===== src/rtl/cfa_pkg.sv =====
`timescale 1ns / 1ps

package cfa_pkg;

	localparam int MEM_UNITS_DEF     = 256;
	localparam int LIFETIME_BITS_DEF = 16;

	localparam int KIND_W     = 2;
	localparam int SIZE_W     = 9;
	localparam int LIFE_W     = 16;
	localparam int STAT_W     = 2;
	localparam int PROBE_W    = 9;
	localparam int FRAG_W     = 8;
	localparam int STRAT_W    = 2;
	localparam int THR_W      = 9;
	localparam int CFG_IDX_W  = 2;
	localparam int CFG_DATA_W = 9;

	localparam logic [KIND_W-1:0] KIND_ALLOC = 2'd0;
	localparam logic [KIND_W-1:0] KIND_TICK  = 2'd1;
	localparam logic [KIND_W-1:0] KIND_CLEAR = 2'd2;

	localparam logic [STAT_W-1:0] STAT_PLACED   = 2'd0;
	localparam logic [STAT_W-1:0] STAT_NOFIT    = 2'd1;
	localparam logic [STAT_W-1:0] STAT_NOTALLOC = 2'd2;

	localparam logic [STRAT_W-1:0] STRAT_BEST  = 2'd0;
	localparam logic [STRAT_W-1:0] STRAT_FIRST = 2'd1;
	localparam logic [STRAT_W-1:0] STRAT_NEXT  = 2'd2;

	localparam logic [CFG_IDX_W-1:0] REG_STRATEGY  = 2'd0;
	localparam logic [CFG_IDX_W-1:0] REG_THRESHOLD = 2'd1;

	localparam logic [STRAT_W-1:0] STRAT_RESET = STRAT_BEST;
	localparam logic [THR_W-1:0]   THR_RESET   = 9'd4;

	typedef enum logic [2:0] {
		ST_INIT,
		ST_IDLE,
		ST_SCAN,
		ST_FILL,
		ST_TICK,
		ST_CLR,
		ST_DONE
	} state_t;

endpackage


===== src/rtl/contiguous_fit_allocator.sv =====
`timescale 1ns / 1ps

// Contiguous fit allocator over a store of MEM_UNITS lifetime words held in one
// single-port-write, registered-read memory. Every item is handled by a small
// sequencer that walks the store one unit per cycle through one run tracker
// (compare with the previous unit, count the run length). An allocation scans
// the store, then, if a fit was found, writes the placed units one per cycle,
// and then a fragment scan follows; a tick sweeps the store and a clear zeroes
// it before the fragment scan. Items are handled one at a time. After reset the
// store is cleared by a pass over all units during which no item is taken;
// configuration is always taken.
module contiguous_fit_allocator #(
	parameter int MEM_UNITS     = cfa_pkg::MEM_UNITS_DEF,
	parameter int LIFETIME_BITS = cfa_pkg::LIFETIME_BITS_DEF
) (
	input  logic                             clk,
	input  logic                             arst_n,
	input  logic                             cfg_valid,
	output logic                             cfg_ready,
	input  logic [cfa_pkg::CFG_IDX_W-1:0]    cfg_index,
	input  logic [cfa_pkg::CFG_DATA_W-1:0]   cfg_data,
	input  logic                             in_valid,
	output logic                             in_ready,
	input  logic [cfa_pkg::KIND_W-1:0]       kind,
	input  logic [cfa_pkg::SIZE_W-1:0]       request_size,
	input  logic [cfa_pkg::LIFE_W-1:0]       lifetime,
	output logic                             out_valid,
	input  logic                             out_ready,
	output logic [cfa_pkg::STAT_W-1:0]       status,
	output logic [cfa_pkg::PROBE_W-1:0]      run_probes,
	output logic [cfa_pkg::FRAG_W-1:0]       fragment_count
);

	import cfa_pkg::*;

	localparam int AW = $clog2(MEM_UNITS);
	localparam int LW = $clog2(MEM_UNITS + 1);
	localparam int CW = (LW > SIZE_W) ? LW : SIZE_W;
	localparam logic [AW-1:0] LAST = AW'(MEM_UNITS - 1);
	localparam logic [LW-1:0] FULL = LW'(MEM_UNITS);
	localparam logic [FRAG_W-1:0] FRAG_MAX = {FRAG_W{1'b1}};

	logic [LIFETIME_BITS-1:0] mem [MEM_UNITS];

	state_t state_q, state_d;
	logic [STRAT_W-1:0]       strat_q;
	logic [THR_W-1:0]         thr_q;
	logic [AW-1:0]            nfp_q;
	logic [LIFETIME_BITS-1:0] rd_data_q;
	logic [AW-1:0]            addr_q;
	logic                     vld_s1;
	logic [AW-1:0]            idx_s1;
	logic                     run_act_q;
	logic [LIFETIME_BITS-1:0] run_val_q;
	logic [AW-1:0]            run_start_q;
	logic [LW-1:0]            run_len_q;
	logic [LW-1:0]            rem_q;
	logic                     frag_mode_q;
	logic [PROBE_W-1:0]       probe_q;
	logic                     found_q;
	logic [AW-1:0]            pick_pos_q;
	logic [LW-1:0]            best_len_q;
	logic [FRAG_W-1:0]        fragc_q;
	logic [STAT_W-1:0]        status_q;
	logic [SIZE_W-1:0]        size_q;
	logic [LIFETIME_BITS-1:0] life_q;
	logic [SIZE_W-1:0]        fill_left_q;

	logic                     bnd, free, fit_exact, fit_ge, better, place_now;
	logic                     last_run, scan_end, do_place;
	logic [AW-1:0]            place_pos;
	logic [CW-1:0]            len_c, size_c, thr_c;
	logic [CW:0]              end_sum;
	logic [AW-1:0]            nfp_d;
	logic                     start_alloc, start_frag, accept;
	logic                     we;
	logic [AW-1:0]            waddr;
	logic [LIFETIME_BITS-1:0] wdata;
	logic [AW-1:0]            addr_inc;

	assign cfg_ready      = 1'b1;
	assign in_ready       = (state_q == ST_IDLE);
	assign out_valid      = (state_q == ST_DONE);
	assign status         = status_q;
	assign run_probes     = probe_q;
	assign fragment_count = fragc_q;
	assign accept         = in_valid && in_ready;
	assign addr_inc       = (addr_q == LAST) ? '0 : addr_q + 1'b1;

	// run tracker
	always_comb begin
		bnd       = vld_s1 && run_act_q && !(rd_data_q == run_val_q && idx_s1 != '0);
		free      = (run_val_q == '0);
		len_c     = CW'(run_len_q);
		size_c    = CW'(size_q);
		thr_c     = CW'(thr_q);
		fit_exact = free && (len_c == size_c);
		fit_ge    = free && (len_c >= size_c);
		better    = free && (len_c > size_c) && (!found_q || run_len_q < best_len_q);
		place_now = !frag_mode_q && ((strat_q == STRAT_BEST) ? fit_exact : fit_ge);
		last_run  = (run_len_q >= rem_q);
		scan_end  = (state_q == ST_SCAN) && bnd && (place_now || last_run);
		do_place  = place_now || (strat_q == STRAT_BEST && (found_q || better));
		if (place_now) begin
			place_pos = run_start_q;
		end else if (better) begin
			place_pos = run_start_q;
		end else begin
			place_pos = pick_pos_q;
		end
		end_sum = (CW + 1)'(run_start_q) + (CW + 1)'(size_q);
		nfp_d   = (end_sum == (CW + 1)'(MEM_UNITS)) ? '0 : AW'(end_sum);
	end

	always_comb begin
		state_d     = state_q;
		start_alloc = 1'b0;
		start_frag  = 1'b0;
		unique case (state_q)
			ST_INIT: begin
				if (addr_q == LAST) state_d = ST_IDLE;
			end
			ST_IDLE: begin
				if (accept) begin
					case (kind)
						KIND_ALLOC: begin
							state_d = ST_SCAN;
							if (strat_q == STRAT_BEST || strat_q == STRAT_FIRST ||
							    strat_q == STRAT_NEXT) begin
								start_alloc = 1'b1;
							end else begin
								start_frag = 1'b1;
							end
						end
						KIND_TICK:  state_d = ST_TICK;
						KIND_CLEAR: state_d = ST_CLR;
						default: begin
							state_d    = ST_SCAN;
							start_frag = 1'b1;
						end
					endcase
				end
			end
			ST_SCAN: begin
				if (scan_end) begin
					if (frag_mode_q) begin
						state_d = ST_DONE;
					end else if (do_place) begin
						state_d = ST_FILL;
					end else begin
						start_frag = 1'b1;
					end
				end
			end
			ST_FILL: begin
				if (fill_left_q <= SIZE_W'(1) || addr_q == LAST) begin
					state_d    = ST_SCAN;
					start_frag = 1'b1;
				end
			end
			ST_TICK: begin
				if (vld_s1 && idx_s1 == LAST) begin
					state_d    = ST_SCAN;
					start_frag = 1'b1;
				end
			end
			ST_CLR: begin
				if (addr_q == LAST) begin
					state_d    = ST_SCAN;
					start_frag = 1'b1;
				end
			end
			ST_DONE: begin
				if (out_ready) state_d = ST_IDLE;
			end
			default: state_d = ST_IDLE;
		endcase
	end

	always_comb begin
		we    = 1'b0;
		waddr = addr_q;
		wdata = '0;
		case (state_q)
			ST_INIT, ST_CLR: we = 1'b1;
			ST_TICK: begin
				we    = vld_s1;
				waddr = idx_s1;
				wdata = (rd_data_q == '0) ? '0 : rd_data_q - 1'b1;
			end
			ST_FILL: begin
				we    = (fill_left_q != '0);
				wdata = life_q;
			end
			default: we = 1'b0;
		endcase
	end

	always_ff @(posedge clk) begin
		if (we) mem[waddr] <= wdata;
		rd_data_q <= mem[addr_q];
	end

	always_ff @(posedge clk or negedge arst_n) begin
		if (!arst_n) begin
			state_q <= ST_INIT;
		end else begin
			state_q <= state_d;
		end
	end

	always_ff @(posedge clk or negedge arst_n) begin
		if (!arst_n) begin
			strat_q     <= STRAT_RESET;
			thr_q       <= THR_RESET;
			nfp_q       <= '0;
			addr_q      <= '0;
			vld_s1      <= 1'b0;
			run_act_q   <= 1'b0;
			frag_mode_q <= 1'b0;
			found_q     <= 1'b0;
			probe_q     <= '0;
			fragc_q     <= '0;
			status_q    <= STAT_NOTALLOC;
			fill_left_q <= '0;
		end else begin
			if (cfg_valid && cfg_ready) begin
				if (cfg_index == REG_STRATEGY) strat_q <= cfg_data[STRAT_W-1:0];
				if (cfg_index == REG_THRESHOLD) thr_q <= cfg_data[THR_W-1:0];
			end

			idx_s1 <= addr_q;
			vld_s1 <= (state_q == ST_SCAN && state_d == ST_SCAN && !start_frag) ||
			          (state_q == ST_TICK && state_d == ST_TICK);

			if (state_q == ST_IDLE) begin
				addr_q <= '0;
			end else begin
				addr_q <= addr_inc;
			end

			if (state_q == ST_FILL && fill_left_q != '0) begin
				fill_left_q <= fill_left_q - 1'b1;
			end

			if (accept) begin
				size_q   <= request_size;
				life_q   <= LIFETIME_BITS'(lifetime);
				probe_q  <= '0;
				status_q <= (kind == KIND_ALLOC) ? STAT_NOFIT : STAT_NOTALLOC;
			end

			if (state_q == ST_SCAN && vld_s1) begin
				if (!run_act_q) begin
					run_act_q   <= 1'b1;
					run_start_q <= idx_s1;
					run_val_q   <= rd_data_q;
					run_len_q   <= LW'(1);
				end else if (!bnd) begin
					run_len_q <= run_len_q + 1'b1;
				end else begin
					rem_q       <= rem_q - run_len_q;
					run_start_q <= idx_s1;
					run_val_q   <= rd_data_q;
					run_len_q   <= LW'(1);
					if (frag_mode_q) begin
						if (free && len_c < thr_c && fragc_q != FRAG_MAX) begin
							fragc_q <= fragc_q + 1'b1;
						end
					end else begin
						if (free) probe_q <= probe_q + 1'b1;
						if (better) begin
							found_q    <= 1'b1;
							pick_pos_q <= run_start_q;
							best_len_q <= run_len_q;
						end
					end
				end
			end

			if (scan_end && !frag_mode_q) begin
				status_q <= do_place ? STAT_PLACED : STAT_NOFIT;
				if (do_place) begin
					addr_q      <= place_pos;
					fill_left_q <= size_q;
				end
				if (place_now && strat_q == STRAT_NEXT) nfp_q <= nfp_d;
			end

			if (start_alloc || start_frag) begin
				addr_q      <= (start_alloc && strat_q == STRAT_NEXT) ? nfp_q : '0;
				rem_q       <= FULL;
				run_act_q   <= 1'b0;
				found_q     <= 1'b0;
				fragc_q     <= '0;
				frag_mode_q <= start_frag;
			end
		end
	end

endmodule

===== config.mk =====
export PLATFORM = sky130hd
export DESIGN_NAME = contiguous_fit_allocator
export DESIGN_NICKNAME = d
export VERILOG_FILES = /design/src/rtl/cfa_pkg.sv /design/src/rtl/contiguous_fit_allocator.sv
export SDC_FILE = /design/constraint.sdc
export NUM_CORES = 2
export LEC_CHECK = 0
export BUFFER_PORTS_ARGS = -buffer_cell sky130_fd_sc_hd__buf_2
export CORE_UTILIZATION = 28
export DETAILED_ROUTE_END_ITERATION = 16
export PLACE_DENSITY = 0.52
export RECOVER_POWER = 25
export SYNTH_ARGS = -nofsm -noshare
export SYNTH_HDL_FRONTEND = slang
export SYNTH_SLANG_ARGS = --single-unit
export TNS_END_PERCENT = 100

===== constraint.sdc =====
create_clock -name clk -period 20.2 [get_ports clk]
set_input_delay 6.06 -clock clk [delete_from_list [all_inputs] [get_ports clk]]
set_output_delay 6.06 -clock clk [all_outputs]
set_load 0.005 [all_outputs]

== After elaboration in Yosys (flattened, before gate mapping) ==
Memory sizes are Yosys's and may differ from the RTL's. A register that Yosys moved wholly into a read port is not among the register bits.
Cells that the tools add are included.
W data, S select, Z words.

* Memories kept: 1
* Memory bits (writable): 4096
* Flip-flop bits (word level): 154
* Bits of input ports: 43

* Reductions and logical operators: 64
* Eq/ne operators: 21
* Muxes and demuxes: 75
* $add $sub $neg: 8
* $lt $le $gt $ge: 6
* Bitwise logic cells: 2

{| class="wikitable"
|+ Memories
! memory !! depth !! bits a word !! rd ports !! clocked after Yosys merged registers in !! write ports !! line !! text
|-
| mem || 256 || 16 || 1 || 1 || 1 || contiguous_fit_allocator.sv:43 || <nowiki>logic [LIFETIME_BITS-1:0] mem [MEM_UNITS];</nowiki>
|}

{| class="wikitable"
|+ Operator list
! kind !! count
|-
| $mux W8 || 18
|-
| $mux W9 || 12
|-
| $mux W16 || 3
|-
| $logic_not A16 Y1 || 2
|-
| $pmux W16 S2 || 1
|-
| $mux W3 || 9
|-
| $mux W1 || 24
|-
| $logic_and A1 B1 Y1 || 23
|-
| $pmux W3 S7 || 1
|-
| $add A9 B1 Y9 const B || 2
|-
| $ge A9 B9 Y1 || 2
|-
| $lt A9 B9 Y1 || 2
|-
| $add A8 B1 Y8 const B || 2
|-
| $eq A16 B16 Y1 || 1
|-
| $eq A8 B8 Y1 const B || 2
|-
| $sub A16 B1 Y16 const B || 1
|-
| $reduce_and A5 Y1 || 3
|-
| $reduce_bool A2 Y1 || 7
|-
| $eq A3 B3 Y1 const B || 4
|-
| $add A8 B9 Y10 || 1
|-
| $eq A10 B9 Y1 const B || 1
|-
| $reduce_and A2 Y1 || 5
|-
| $eq A3 B2 Y1 const B || 3
|-
| $eq A9 B9 Y1 || 1
|-
| 24 further kinds || 46
|}

== Longest topological paths before layout ==
* Depth in word-level cells: 14
* Depth in mapped cells: 14
* Gate-level depth less buffers: 11

== Least setup slack after synthesis ==
Ideal clock, no wire load.

* Path kind: register to register
* From: register state_q[1]
* To: memory mem[0][11] (netlist bit) (data pin)
* Data required time: 18.013 ns
* Period minus slack after synthesis: 13.628 ns
* Buffers on the path: 3
* Data arrival time: 11.441 ns
* Cell stages (with the launch flop): 8
* Setup slack: 6.572 ns
* Path through: dfrtp_1 clkbuf_1 nor2b_1 nor2b_1 clkbuf_1 o21ai_0 clkbuf_1 o21ai_0

* Word-level cells in the longest chain between the ends: 2

{| class="wikitable"
|+ Ends and longest elaborated chain
! what !! line !! text
|-
| start, declared || contiguous_fit_allocator.sv:45 || <nowiki>state_t state_q, state_d;</nowiki>
|-
| start signal, assigned || contiguous_fit_allocator.sv:208 || <nowiki>state_q <= state_d;</nowiki>
|-
| $eq A3 B2 Y1 or $eq A3 B3 Y1 (tied branches) || contiguous_fit_allocator.sv:184 || <nowiki>case (state_q)</nowiki>
|-
| $pmux W16 S2 (*) || contiguous_fit_allocator.sv:184 ||
|-
| net wdata[11] || contiguous_fit_allocator.sv:78 || <nowiki>logic [LIFETIME_BITS-1:0] wdata;</nowiki>
|-
| end, declared || contiguous_fit_allocator.sv:43 ||
|}

Mark *: on every way through the listed nets, which the timed path passes. The rest lies on a longest branch.

== Final worst setup path ==
* From: register state_q[1]
* To: memory mem[92][10] (netlist bit) (data pin)

Same word-level chain as after synthesis.

==> flow_summary_export.csv <==
group,metric,value,unit
synthesis,synth_area,0.166,mm2
clocking,htreeDepth,5,
synthesis,synth_edf_count,4188,
clocking,clkTransAtPathRegs,0.07,ns
pwr,power_per_cell_area,136,mW/mm2
pwr,p_clk_share,30.4,%
pwr,finalPower,26.1,mW
clocking,cts_tree,"yes",
synthesis,yosysUniqueCellTypes,77,
pwr,p_sw,8.14,mW
timing,maxSlewViolCount,2235,
global_route,grt_pass1_vias,83655,
global_route,grt_pass1_wl,675000,um
routing,dr_total_vias,82617,
worst_setup_path,worstPathRequired,19.66,ns
clocking,root_buffer,"clkbuf_16",
synthesis,syn_nets,7708,
synthesis,synth_cells,7611,
cells_and_area,final_util,32.4,%
synthesis,synth-seq-area-share,76.8,%
synthesis,yosysTopAreaCellShare,75.6,%
clocking,cts_resized,0,
run,maxCapViolCount,40,
clocking,cts_hold_buf,0,
cells_and_area,final_cell_mix,"4188 x edfxtp_1, 1069 x mux4_2, 437 x clkbuf_16",
timing,tightest_slew,9.20,ns
routing,dr.pass1.iters,5,
pwr,power_frac_comb,27.1,%
pwr,swShare,31.2,%
placed_design,dp.cells,15456,
outcome,violations,"capacitance limit, slew limit",
cells_and_area,syn2layout_area_growth,15.2,%
floorplanning,die_area,0.597,mm2
routing,routed_wl,485000,um
timing,hold_violations,0,
pwr,p_leak,59.6,nW
timing,slew_headroom,-514,%
timing,fin_crit,12.50,ns
cells_and_area,final_common_cell,"edfxtp_1",
worst_setup_path,endpoint_kind,"flop",
timing,rsz0062_at_grt,"no",
clocking,clkSinkCount,4266,
timing,fin_tns_setup,0,ns
timing,clock-skew-final,0.0725,ns
worst_setup_path,arrival,11.96,ns
placed_design,post-dp-hpwl,282000,um
pwr,p_int,18.0,mW
worst_setup_path,crit_chain,"nor2b_1 -> nor2b_2 -> clkbuf_1 -> o21ai_0 -> clkbuf_1 -> o21ai_4 -> clkbuf_1",
clocking,clockBufferDepth,4,
worst_setup_path,crit_fanout,181,
cells_and_area,nets,8175,
synthesis,yosysTopAreaCell,"edfxtp_1",
floorplanning,die_y,773,um
worst_hold_path,hold_class,"flop to flop",
global_route,grt_usage,15.9,%
global_route,overflow,0,
cells_and_area,finalNonFillerCells,16260,
timing,max_freq,80.0,MHz
synthesis,synth_area_leaders,"edfxtp_1 76%, mux4_2 14%, mux2i_1 1.5%",
timing,finalCritPeriodShare,61.9,%
clocking,numCtsBuffers,430,
routing,drt.antenna.violating_nets,0,
placed_design,routabilityCongestion,0.830,
worst_setup_path,setup.worst_path.class,"flop to flop",
pwr,worst_ir_drop_vdd,0.120,mV
synthesis,ys.flop_type,"edfxtp_1",
worst_setup_path,worst_path_largest_cell_delay,6.24,ns
floorplanning,rows,282,
synthesis,syn_area_per_cell,21.8,um2
synthesis,async_flop_share,1.45,%
synthesis,yosysWarnings,0,
global_route,grt_max_degree,209,
synthesis,synth-seq-cells,4266,
worst_setup_path,cp_slowest_cell,"clkbuf_1",
floorplanning,die_w,773,um
global_route,antenna_found_initial,34,
routing,via_per_inst,5.08,
worst_setup_path,rrSetupSlack,7.70,ns
worst_setup_path,crit_top_cell,"clkbuf_1",
floorplanning,core-area,0.591,mm2
timing,holdWs,0.500,ns
cells_and_area,fillers,55806,
routing,drc,0,
clocking,cts_setup_buffers,0,
cells_and_area,drive_above_1_share,28.2,%
routing,drt-initial-drc-count,10259,
pwr,seq_power_share,42.5,%
placed_design,io_buffers,63,
routing,wl_per_cell,29.8,um
worst_setup_path,critPathLaunchType,"flop",
timing,setup_violations,0,
outcome,outcome,"finished with violations",
clocking,insertion_delay,1.05,ns
floorplanning,pin_count,65,
floorplanning,initial_core_util,28.1,%
## cells by family after synthesis
group           Yosys count  synth area share, %
compound gates          639                 2.64
flops                  4266                 76.8
buf+inv                 479                 1.61
other cells               1              0.00226
simple gates            756                 2.02
fa+ha+maj                54                0.415
mux                    1349                 16.2
xor+xnor                 67                0.353
## registers in the layout, summed over array words and instances (netlist names)
register        cells
state_q             3
vld_s1              1
frag_mode_q         1
run_val_q          16
status              2
nfp_q               8
size_c              9
best_len_q          9
life_q             16
fragment_count      8
addr_q              8
idx_s1              8
thr_c               9
strat_q             2
run_act_q           1
fill_left_q         9
run_start_q         8
rem_q               9
pick_pos_q          8
run_probes          9
found_q             1
len_c               9
rd_data_q          16
mem              4096
## final cells by class
class                   instances  area (um2)  area share [%]
inverters                      62         243           0.127
flip-flops and latches       4266      128000            66.6
clock inverters               251        2490            1.30
clock buffers                 538       11400            5.95
repair buffers                452        3240            1.69
well taps                    7810        9770            5.10
diodes                         15        37.5          0.0196
multi-input cells            2866       36700            19.2
## final timing paths
path	cells past startpoint	start	to
max	7	state_q[1]	mem[92][10]
min reg2reg	2	nfp_q[6]	addr_q[6]
min in group asynchronous	1	arst_n	fragment_count[3]
max in group asynchronous	2	arst_n	addr_q[3]
max reg2reg	7	state_q[1]	mem[92][10]
min	2	nfp_q[6]	addr_q[6]
## worst max-delay path: cells and delay by family, from the launching register on
kind	cells	cell delay, ns
compound gates	2	1.37
buf+inv	3	8.14
flops	1	0.49
simple gates	2	0.55
## Yosys cell counts (67+ instances only)
master / instances
o221ai_1: 113
mux2i_1: 245
nor2_1: 362
a21oi_1: 136
buf_2: 96
o21ai_0: 78
edfxtp_1: 4188
mux4_2: 1069
a22oi_1: 67
o22ai_1: 78
clkbuf_1: 176
buf_6: 67
nand2_1: 161
## power by group through the flow
stage	clock network (mW)	logic, mW	registers [mW]
final	7.94	7.08	11.1
after global routing	8.38	7.42	11.1
after CTS	8.08	7.15	11.0
after detailed placement	0	7.14	11.1
after global placement	0	7.00	11.1
after floorplan	0	4.51	11.7
## per-stage QoR
| stage | cell area [um2] | setup slack, ns |
|---|---|---|
| after floorplan | 166000 | 6.57 |
| after global placement | 178000 | 11.80 |
| after detailed placement | 178000 | 11.65 |
| after CTS | 192000 | 11.49 |
| after global routing | 192000 | 6.83 |
| final | 192000 | 7.70 |
## metal layers
| metal | share of wire (%) | global-route usage (%) | wire length [um] |
|---|---|---|---|
| met1 | 42 | 22.1 | 202000 |
| met2 | 47 | 25.3 | 227000 |
| met3 | 8.0 | 2.71 | 38900 |
| met4 | 3.6 | 5.26 | 17600 |
| met5 | 0.0027 | 0 | 13 |
(Power assumes the default switching activity.)
